`config.mk`:
```
export PLATFORM = sky130hd
export DESIGN_NAME = ipv6_extension_header_walker_flat
export DESIGN_NICKNAME = d
export VERILOG_FILES = /design/src/design/ipv6ehw_pkg.sv /design/src/design/ipv6ehw_if.sv /design/src/design/ipv6_extension_header_walker.sv /design/src/design/ipv6ehw_step.sv /design/src/flat_wrapper.sv
export SDC_FILE = /design/constraint.sdc
export NUM_CORES = 1
export LEC_CHECK = 0
export ABC_AREA = 1
export BUFFER_PORTS_ARGS = -buffer_cell sky130_fd_sc_hd__buf_2
export CORE_MARGIN = 4
export CORE_UTILIZATION = 29
export CTS_CLUSTER_SIZE = 14
export DETAILED_ROUTE_END_ITERATION = 12
export GPL_ROUTABILITY_DRIVEN = 0
export GPL_TIMING_DRIVEN = 0
export PLACE_DENSITY = 0.54
export SYNTH_ARGS = -nofsm -noshare
export SYNTH_HDL_FRONTEND = slang
export SYNTH_HIERARCHICAL = 1
export SYNTH_SLANG_ARGS = --single-unit
```
`constraint.sdc`:
```
create_clock -name clk_i -period 6 [get_ports clk_i]
set_input_delay 0.9 -clock clk_i [delete_from_list [all_inputs] [get_ports clk_i]]
set_output_delay 0.9 -clock clk_i [all_outputs]
set_load 0.01 [all_outputs]
```
`src/design/ipv6ehw_pkg.sv`:
```
// Shared types, protocol numbers and phase codes of the IPv6 extension header walker.
package ipv6ehw_pkg;

  // Default limit on walked extension headers.
  localparam int unsigned MAX_HEADERS_DEF = 5;

  // Fixed IPv6 header geometry.
  localparam logic [15:0] FIXED_LEN = 16'd40;
  localparam logic [15:0] NH_POS    = 16'd6;
  localparam logic [15:0] POS_MAX   = 16'hFFFF;
  localparam logic [15:0] FRAG_LEN  = 16'd8;

  // Protocol numbers the walk cares about.
  localparam logic [7:0] P_HOPOPTS  = 8'd0;
  localparam logic [7:0] P_ROUTING  = 8'd43;
  localparam logic [7:0] P_FRAGMENT = 8'd44;
  localparam logic [7:0] P_ESP      = 8'd50;
  localparam logic [7:0] P_AH       = 8'd51;
  localparam logic [7:0] P_NONE     = 8'd59;
  localparam logic [7:0] P_DSTOPTS  = 8'd60;

  // Walk phase codes.
  localparam logic [1:0] PH_IDLE  = 2'd0;
  localparam logic [1:0] PH_FIXED = 2'd1;
  localparam logic [1:0] PH_EXT   = 2'd2;
  localparam logic [1:0] PH_DONE  = 2'd3;

  typedef enum logic [1:0] {
    ST_OK    = 2'd0,
    ST_BREAK = 2'd1,
    ST_DROP  = 2'd2
  } status_e;

  typedef struct packed {
    logic [7:0]  data_byte;
    logic        first_byte;
    logic        last_byte;
    logic [15:0] start_offset;
    logic [15:0] l2_length;
  } in_beat_t;

  typedef struct packed {
    status_e     status;
    logic [15:0] l3_length;
    logic [7:0]  l4_protocol;
    logic [15:0] next_offset;
  } out_beat_t;

  // Per-packet walk state, apart from the extension header count.
  typedef struct packed {
    logic [15:0] byte_pos;
    logic [15:0] nh_pos;
    logic [7:0]  cur_proto;
    logic [7:0]  cap_nh;
    logic [1:0]  phase;
    logic [15:0] base_off;
    logic [15:0] link_len;
  } walk_state_t;

endpackage

```
`src/design/ipv6ehw_if.sv`:
```
// Valid/ready channel interfaces for the packet byte input and the result output.
interface ipv6ehw_in_if;
  logic                 valid;
  logic                 ready;
  ipv6ehw_pkg::in_beat_t data;

  modport source (output valid, output data, input ready);
  modport sink (input valid, input data, output ready);
endinterface

interface ipv6ehw_out_if;
  logic                  valid;
  logic                  ready;
  ipv6ehw_pkg::out_beat_t data;

  modport source (output valid, output data, input ready);
  modport sink (input valid, input data, output ready);
endinterface

```
`src/design/ipv6_extension_header_walker.sv`:
```
// Top level of the IPv6 extension header walker: input register, walk state and result register.
//
// Usage: packet bytes enter one per beat on beat_in_i, starting at the first byte of the
// fixed IPv6 header, which carries first_byte together with start_offset and l2_length.
// The walker skips the fixed 40-byte header, follows hop-by-hop, routing and destination
// options headers and stops at a fragment header or at an upper-layer protocol. Each
// packet yields at most one result beat on beat_out_o: status, L3 length, L4 protocol and
// the offset behind the headers. The result leaves as soon as it is decided; the rest of
// the packet is still consumed but produces nothing. A first_byte in mid packet restarts
// the walk and the old packet gives no result.
//
// Timing: a byte is taken into the input register and evaluated from there by the
// combinational walk logic once the result slot is free. If it decides the packet, its
// result is loaded into the result register at the edge that updates the walk state, and
// leaves from the result register. One byte per cycle is sustained while the receiver
// takes results without stalling.
//
// Reset clears the walk state to idle and empties both registers. When the receiver
// stalls with a result waiting, the result register holds it and the byte in the input
// register waits as well, since it may decide a packet; input ready then drops as soon
// as a byte is waiting in the input register, and rises again when the result is taken.
module ipv6_extension_header_walker #(
  parameter int unsigned MAX_HEADERS = ipv6ehw_pkg::MAX_HEADERS_DEF
) (
  input  logic                 clk_i,
  input  logic                 rst_ni,
  ipv6ehw_in_if.sink           beat_in_i,
  ipv6ehw_out_if.source        beat_out_o
);

  localparam int unsigned CntW = $clog2(MAX_HEADERS + 1);

  // Input register.
  logic                   inq_v_q;
  ipv6ehw_pkg::in_beat_t  inq_q;

  // Walk state.
  ipv6ehw_pkg::walk_state_t state_q;
  ipv6ehw_pkg::walk_state_t state_d;
  logic [CntW-1:0]          count_q;
  logic [CntW-1:0]          count_d;

  // Result register.
  logic                   outq_v_q;
  ipv6ehw_pkg::out_beat_t outq_q;

  logic                   res_valid;
  ipv6ehw_pkg::out_beat_t res;
  logic                   out_free;
  logic                   proc;
  logic                   in_take;

  // The result slot is free when empty or being read this cycle. The byte in the input
  // register is evaluated only then, since it may produce a result.
  assign out_free = !outq_v_q || beat_out_o.ready;
  assign proc     = inq_v_q && out_free;
  assign in_take  = beat_in_i.valid && beat_in_i.ready;

  assign beat_in_i.ready  = !inq_v_q || out_free;
  assign beat_out_o.valid = outq_v_q;
  assign beat_out_o.data  = outq_q;

  ipv6ehw_step #(
    .MAX_HEADERS (MAX_HEADERS)
  ) u_step (
    .state_i     (state_q),
    .count_i     (count_q),
    .beat_i      (inq_q),
    .state_o     (state_d),
    .count_o     (count_d),
    .res_valid_o (res_valid),
    .res_o       (res)
  );

  always_ff @(posedge clk_i or negedge rst_ni) begin
    if (!rst_ni) begin
      inq_v_q  <= 1'b0;
      outq_v_q <= 1'b0;
      state_q  <= '{phase: ipv6ehw_pkg::PH_IDLE, default: '0};
      count_q  <= '0;
    end else begin
      if (in_take) begin
        inq_v_q <= 1'b1;
      end else if (proc) begin
        inq_v_q <= 1'b0;
      end

      if (proc) begin
        state_q <= state_d;
        count_q <= count_d;
      end

      if (proc && res_valid) begin
        outq_v_q <= 1'b1;
      end else if (beat_out_o.ready) begin
        outq_v_q <= 1'b0;
      end
    end
  end

  // Payload registers carry no reset.
  always_ff @(posedge clk_i) begin
    if (in_take) begin
      inq_q <= beat_in_i.data;
    end
    if (proc && res_valid) begin
      outq_q <= res;
    end
  end

  // The walk count never passes the header limit.
  a_count_bound: assert property (@(posedge clk_i) disable iff (!rst_ni)
    count_q <= CntW'(MAX_HEADERS))
    else $error("extension header count above limit");

  // While the fixed header is read, no extension has been walked yet.
  a_fixed_clean: assert property (@(posedge clk_i) disable iff (!rst_ni)
    state_q.phase == ipv6ehw_pkg::PH_FIXED |-> state_q.nh_pos == '0 && count_q == '0)
    else $error("fixed header phase with extension state");

  // A byte that waits for the result slot stays in the input register.
  a_inq_hold: assert property (@(posedge clk_i) disable iff (!rst_ni)
    inq_v_q && !proc |=> inq_v_q && $stable(inq_q))
    else $error("waiting input byte lost");

  // Drop and fragment results carry no protocol; a drop carries no offsets.
  a_drop_fields: assert property (@(posedge clk_i) disable iff (!rst_ni)
    outq_v_q && outq_q.status == ipv6ehw_pkg::ST_DROP |->
      outq_q.l3_length == '0 && outq_q.l4_protocol == '0 && outq_q.next_offset == '0)
    else $error("drop result with nonzero fields");

  a_break_proto: assert property (@(posedge clk_i) disable iff (!rst_ni)
    outq_v_q && outq_q.status == ipv6ehw_pkg::ST_BREAK |-> outq_q.l4_protocol == '0)
    else $error("fragment result with protocol");

endmodule

```
`src/design/ipv6ehw_step.sv`:
```
// Next-state and result logic for one packet byte of the extension header walk.
module ipv6ehw_step #(
  parameter int unsigned MAX_HEADERS = ipv6ehw_pkg::MAX_HEADERS_DEF,
  localparam int unsigned CntW = $clog2(MAX_HEADERS + 1)
) (
  input  ipv6ehw_pkg::walk_state_t state_i,
  input  logic [CntW-1:0]          count_i,
  input  ipv6ehw_pkg::in_beat_t    beat_i,
  output ipv6ehw_pkg::walk_state_t state_o,
  output logic [CntW-1:0]          count_o,
  output logic                     res_valid_o,
  output ipv6ehw_pkg::out_beat_t   res_o
);

  localparam logic [CntW-1:0] CntMax = CntW'(MAX_HEADERS);

  ipv6ehw_pkg::walk_state_t cur;
  ipv6ehw_pkg::walk_state_t nxt;
  logic [CntW-1:0] cnt;
  logic [CntW-1:0] cnt_n;
  logic [CntW-1:0] w_cnt;
  logic [7:0]      w_proto;
  logic [15:0]     w_nh;
  logic            go_walk;
  logic            hit;
  logic [15:0]     pos;
  logic [15:0]     nh_f;
  logic [15:0]     nh_n;
  logic [8:0]      len_p1;
  logic [15:0]     abs_off;
  ipv6ehw_pkg::out_beat_t res;

  always_comb begin
    cur = state_i;
    cnt = count_i;
    if (beat_i.first_byte) begin
      cur.base_off  = beat_i.start_offset;
      cur.link_len  = beat_i.l2_length;
      cur.byte_pos  = '0;
      cur.nh_pos    = '0;
      cur.cur_proto = '0;
      cur.cap_nh    = '0;
      cur.phase     = ipv6ehw_pkg::PH_FIXED;
      cnt           = '0;
    end

    nxt     = cur;
    cnt_n   = cnt;
    hit     = 1'b0;
    go_walk = 1'b0;
    w_proto = cur.cur_proto;
    w_nh    = cur.nh_pos;
    w_cnt   = cnt;
    pos     = cur.byte_pos;
    nh_f    = cur.nh_pos + ipv6ehw_pkg::FRAG_LEN;
    len_p1  = {1'b0, beat_i.data_byte} + 9'd1;
    nh_n    = cur.nh_pos + {4'b0000, len_p1, 3'b000};
    abs_off = '0;
    res     = '{status: ipv6ehw_pkg::ST_DROP, l3_length: '0, l4_protocol: '0,
                next_offset: '0};

    if (cur.phase == ipv6ehw_pkg::PH_FIXED || cur.phase == ipv6ehw_pkg::PH_EXT) begin
      if (pos != ipv6ehw_pkg::POS_MAX) begin
        nxt.byte_pos = pos + 16'd1;
      end

      if (cur.phase == ipv6ehw_pkg::PH_FIXED) begin
        if (pos == ipv6ehw_pkg::NH_POS) begin
          nxt.cur_proto = beat_i.data_byte;
        end
        if (pos == ipv6ehw_pkg::FIXED_LEN - 16'd1) begin
          nxt.nh_pos = ipv6ehw_pkg::FIXED_LEN;
          w_nh       = ipv6ehw_pkg::FIXED_LEN;
          case (cur.cur_proto) inside
            ipv6ehw_pkg::P_HOPOPTS, ipv6ehw_pkg::P_ROUTING, ipv6ehw_pkg::P_FRAGMENT,
            ipv6ehw_pkg::P_ESP, ipv6ehw_pkg::P_AH, ipv6ehw_pkg::P_DSTOPTS: begin
              go_walk = 1'b1;
            end
            default: begin
              // Plain upper-layer protocol right after the fixed header.
              hit             = 1'b1;
              res.status      = ipv6ehw_pkg::ST_OK;
              res.l3_length   = ipv6ehw_pkg::FIXED_LEN;
              res.l4_protocol = cur.cur_proto;
              res.next_offset = cur.base_off + ipv6ehw_pkg::FIXED_LEN;
            end
          endcase
        end
      end else begin
        if (pos == cur.nh_pos) begin
          nxt.cap_nh = beat_i.data_byte;
        end else if ({1'b0, pos} == {1'b0, cur.nh_pos} + 17'd1) begin
          if (cur.cur_proto == ipv6ehw_pkg::P_FRAGMENT) begin
            nxt.nh_pos = nh_f;
            hit        = 1'b1;
            if (cur.cap_nh != ipv6ehw_pkg::P_HOPOPTS) begin
              abs_off         = cur.base_off + nh_f;
              res.status      = ipv6ehw_pkg::ST_BREAK;
              res.l3_length   = abs_off - cur.link_len;
              res.next_offset = abs_off;
            end
          end else begin
            nxt.nh_pos    = nh_n;
            nxt.cur_proto = cur.cap_nh;
            cnt_n         = cnt + CntW'(1);
            w_proto       = cur.cap_nh;
            w_nh          = nh_n;
            w_cnt         = cnt + CntW'(1);
            go_walk       = 1'b1;
          end
        end
      end

      if (go_walk) begin
        if (w_cnt >= CntMax) begin
          hit = 1'b1;
        end else begin
          case (w_proto) inside
            ipv6ehw_pkg::P_HOPOPTS, ipv6ehw_pkg::P_ROUTING, ipv6ehw_pkg::P_DSTOPTS,
            ipv6ehw_pkg::P_FRAGMENT: begin
              nxt.phase = ipv6ehw_pkg::PH_EXT;
            end
            ipv6ehw_pkg::P_NONE: begin
              hit = 1'b1;
            end
            default: begin
              hit             = 1'b1;
              abs_off         = cur.base_off + w_nh;
              res.status      = ipv6ehw_pkg::ST_OK;
              res.l3_length   = abs_off - cur.link_len;
              res.l4_protocol = w_proto;
              res.next_offset = abs_off;
            end
          endcase
        end
      end

      // A packet that ends before its result is decided is dropped.
      if (!hit && beat_i.last_byte) begin
        hit = 1'b1;
      end
      if (hit) begin
        nxt.phase = beat_i.last_byte ? ipv6ehw_pkg::PH_IDLE : ipv6ehw_pkg::PH_DONE;
      end
    end else if (beat_i.last_byte) begin
      nxt.phase = ipv6ehw_pkg::PH_IDLE;
    end
  end

  assign state_o     = nxt;
  assign count_o     = cnt_n;
  assign res_valid_o = hit;
  assign res_o       = res;

endmodule
```
`src/flat_wrapper.sv`:
```
// flat-port wrapper written by rule: the top's interface ports become plain ports
module ipv6_extension_header_walker_flat 
#(
  parameter int unsigned MAX_HEADERS = ipv6ehw_pkg::MAX_HEADERS_DEF
)
  (clk_i, rst_ni, beat_in_i_valid, beat_in_i_data, beat_in_i_ready, beat_out_o_valid, beat_out_o_data, beat_out_o_ready);
  ipv6ehw_in_if beat_in_i_i ();
  ipv6ehw_out_if beat_out_o_i ();
  input  logic clk_i;
  input  logic rst_ni;
  input wire logic [$bits(beat_in_i_i.valid)-1:0] beat_in_i_valid;
  input wire logic [$bits(beat_in_i_i.data)-1:0] beat_in_i_data;
  output wire logic [$bits(beat_in_i_i.ready)-1:0] beat_in_i_ready;
  output wire logic [$bits(beat_out_o_i.valid)-1:0] beat_out_o_valid;
  output wire logic [$bits(beat_out_o_i.data)-1:0] beat_out_o_data;
  input wire logic [$bits(beat_out_o_i.ready)-1:0] beat_out_o_ready;
  assign beat_in_i_i.valid = beat_in_i_valid;
  assign beat_in_i_i.data = beat_in_i_data;
  assign beat_in_i_ready = beat_in_i_i.ready;
  assign beat_out_o_valid = beat_out_o_i.valid;
  assign beat_out_o_data = beat_out_o_i.data;
  assign beat_out_o_i.ready = beat_out_o_ready;
  ipv6_extension_header_walker #(.MAX_HEADERS(MAX_HEADERS)) u_core (.clk_i(clk_i), .rst_ni(rst_ni), .beat_in_i(beat_in_i_i), .beat_out_o(beat_out_o_i));
endmodule
```
==> results.py <==
metrics = {
    "setup_path": {
        "cp_slowest_cell": "edfxtp_1",
        "reg2reg_slack_ns": 0.09,
        "r2r-start": "u_core/inq_q[33]",
        "arrival_ns": 6.12,
        "path_class": "flip-flop to flip-flop",
        "worstPathRequired_ns": 6.21,
        "critPathLaunchType": "flip-flop",
        "path_delay_family": "simple AND/OR/NAND/NOR gates",
        "cp_num_buf_inv": 9,
        "cp_max_fo": 6,
        "cpPeakStageDelay_ns": 0.44,
        "crit_path_end_kind": "flip-flop",
        "startpoint": "u_core/inq_q[33]",
    },
    "hold_path": {
        "hold_path.class": "input port to async pin",
    },
    "timing": {
        "period_share_pct": 98.48,
        "setup_tns_ns": 0,
        "final-hold-violation-count": 0,
        "maxSlewHeadroom_pct": 17.51,
        "fmax_ghz": 0.1692,
        "finClkSkew_ns": 0.01547,
        "worst_pin_slew_ns": 1.233,
        "post-route-min-period_ns": 5.909,
        "finalMaxSlewViolations": 0,
        "rsz0062_at_grt": "yes",
        "finalSetupViolations": 0,
        "fin_ws_ns": 0.09103,
    },
    "power": {
        "p_per_area_nw_per_um2": 377.9,
        "power.leakage_nw": 8.137,
        "finalPower_w": 0.006511,
        "irDropWorstVdd_v": 0.0002326,
    },
    "routing": {
        "drcViolationCount": 0,
        "drt_iter0_markers": 1434,
        "drtPass1Iterations": 7,
        "wl_per_cell_um": 19.29,
        "vias": 14702,
        "via_per_inst": 5.228,
        "wl_mm": 54.24,
        "ant_nets": 0,
    },
    "placement": {
        "dp_hpwl_mm": 41.98,
        "place_ws_ns": -2.786,
        "placement.io_buffers": 89,
        "dp_cells": 2726,
    },
    "clock_network": {
        "cts_tree": "done",
        "clockBufferDepth": 2,
        "ctsHoldBuffers": 0,
        "clk_latency_ns": 0.47,
        "h-tree-depth": 4,
        "clk_pin_slew_ns": 0.07,
        "cts_sinks": 171,
        "cts_root_buf": "clkbuf_16",
        "cts_buffers": 17,
    },
    "finish": {
        "diodes": 0,
        "drive_gt1_share_pct": 18.16,
        "layout.cells.non_filler": 2812,
        "area_growth_syn_to_layout_pct": 22.12,
        "fillers": 4994,
        "nets": 2310,
    },
    "floorplan": {
        "dieWidth_um": 228.6,
        "dieHeight_um": 228.6,
        "core-area_um2": 47950,
        "die-area_um2": 52250,
        "placement_rows": 80,
        "start_util_pct": 29.43,
        "ios": 90,
    },
    "outcome": {
        "outcome": "complete, no violations",
    },
    "grt": {
        "gr-total-overflow": 0,
        "antenna_found_initial": 0,
        "grt_pass1_vias": 13860,
        "grt_max_degree": 60,
        "grtUsageTotal_pct": 20.28,
        "grt_pass1_wl_mm": 82.35,
    },
    "yosys": {
        "yosys_warnings": 6,
        "synth_edf_count": 84,
        "ys_seq_area_share_pct": 33.31,
        "ys_types": 55,
        "syn_nets": 2145,
        "postSynthCellCount": 2019,
        "ys.flop_type": "dfrtp_1",
        "synth-seq-cells": 171,
        "syn-mean-instance-area_um2": 6.989,
        "syn_area_um2": 14110,
        "async_flop_share_pct": 50.88,
    },
    "run": {
        "cap_violations": 0,
    },
}
==> registers in the layout (all words and copies together) (netlist names) <==
signal	cells
u_core/state_q	82
u_core/beat_out_o.data	42
u_core/beat_out_o.valid	1
u_core/inq_v_q	1
u_core/inq_q	42
u_core/count_q	3
==> power by group <==
part,switching (W),internal (W),total (W)
sequential,0.000128,0.00148,0.00161
combinational,0.00236,0.00131,0.00366
clock,0.000518,0.000718,0.00124
==> cells by family (layout without fill, tap and decap cells) <==
group	after synthesis	in the layout	share of synthesized area (%)
AND/OR/NAND/NOR	1056	1056	32.33
multiplexers	2	2	0.1419
AO/OA/AOI/OAI	318	318	12.52
buffers and inverters	310	488	9.249
adder cells (fa/ha/maj)	80	80	7.360
flip-flops	171	171	33.31
XOR/XNOR	82	82	5.090
==> path summary, 6_finish.rpt <==
| check | to | cells after the start |
|---|---|---|
| worst max-delay path | u_core/beat_out_o.data[39] | 39 |
| worst min-delay path | u_core/state_q[17] | 1 |
| worst max register to register | u_core/beat_out_o.data[39] | 39 |
| worst min register to register | u_core/state_q[28] | 2 |
| max in group asynchronous | u_core/state_q[53] | 2 |
| min in group clk_i | u_core/state_q[28] | 2 |
==> routing by layer <==
metal	track usage, %	vias to the layer above	wire length, µm	part of all wire [%]
li1	-	6998	-	-
met1	27.65	6909	23310	43
met2	31.26	686	23630	44
met3	3.801	109	4826	8.9
met4	9.147	0	2471	4.6
met5	0	-	0	0
==> cell usage in the layout (no fill, tap or decap), types with 13 or more instances in the layout <==
cell type	synthesis	routed
nor2_4	8	15
nand3_1	196	189
nand2_1	579	570
inv_2	11	17
or2_2	30	29
nor2_1	161	145
dfrtp_1	87	86
xor2_1	65	61
o21ai_1	10	15
nand4_1	22	22
clkbuf_16	0	19
clkbuf_1	21	13
inv_1	229	217
buf_2	17	104
xnor2_1	17	15
a31oi_1	18	16
nor2_2	10	19
nor3_1	16	15
a21oi_2	1	14
edfxtp_1	84	84
buf_6	9	13
ha_1	75	62
a21oi_1	110	95
o21ai_0	128	118
buf_4	14	67
==> synth_stat cells, types with 7 or more instances <==
cell type	count	share of area [%]
nor2_4	8	0.64
a21oi_1	110	3.9
or2_2	30	1.3
xnor2_1	17	1.1
nand4_1	22	0.98
ha_1	75	6.7
clkbuf_1	21	0.56
buf_2	17	0.60
a31oi_1	18	0.80
nor2_1	161	4.3
inv_2	11	0.29
a211oi_1	9	0.48
nand3b_1	12	0.64
nor3_1	16	0.57
dfrtp_1	87	15
nand2_1	579	15
edfxtp_1	84	18
xor2_1	65	4.0
o21ai_1	10	0.35
o21ai_0	128	4.5
inv_1	229	6.1
buf_4	14	0.74
buf_6	9	0.72
nand2_2	7	0.31
nand3_1	196	7.0
buf_1	7	0.19
nor2_2	10	0.44
==> worst register-to-register path, delay by kind of cell (launching register included) <==
kind                     cells  cell delay, ns
buffers and inverters        9            0.93
AO/OA/AOI/OAI                6            0.93
XOR/XNOR                     1            0.18
adder cells (fa/ha/maj)      3            0.68
flip-flops                   1            0.44
multiplexers                 1            0.34
AND/OR/NAND/NOR             19            2.17
==> final cells by class <==
cell class,instances,area [µm²],share of cell area [%]
multi-input combinational,1538,8697,50.47
sequential,171,4701,27.28
timing repair buffer,148,950.9,5.518
inverter,242,940.9,5.460
tap,615,769.5,4.466
buffer,66,526.8,3.057
clock buffer,18,439.2,2.549
clock inverter,14,206.4,1.198
==> what timing repair did <==
| action | CTS | global route |
|---|---|---|
| pin swaps | 36 | 44 |
| setup endpoints to repair | 75 | 7 |
| gates resized for setup | 115 | 61 |
| setup buffers | 40 | 16 |
==> through the flow <==
stage	instance area [µm²]	utilization [%]	hold WS (ns)
2_1_floorplan	14120	-	0.4338
3_3_place_gp	15340	31.99	0.4461
3_5_place_dp	15420	32.17	0.4502
4_1_cts	16820	35.08	0.3765
5_1_grt	17230	35.94	0.3988
6_report	17230	35.94	0.3886
Note: power is estimated with default switching activity, not from simulation.
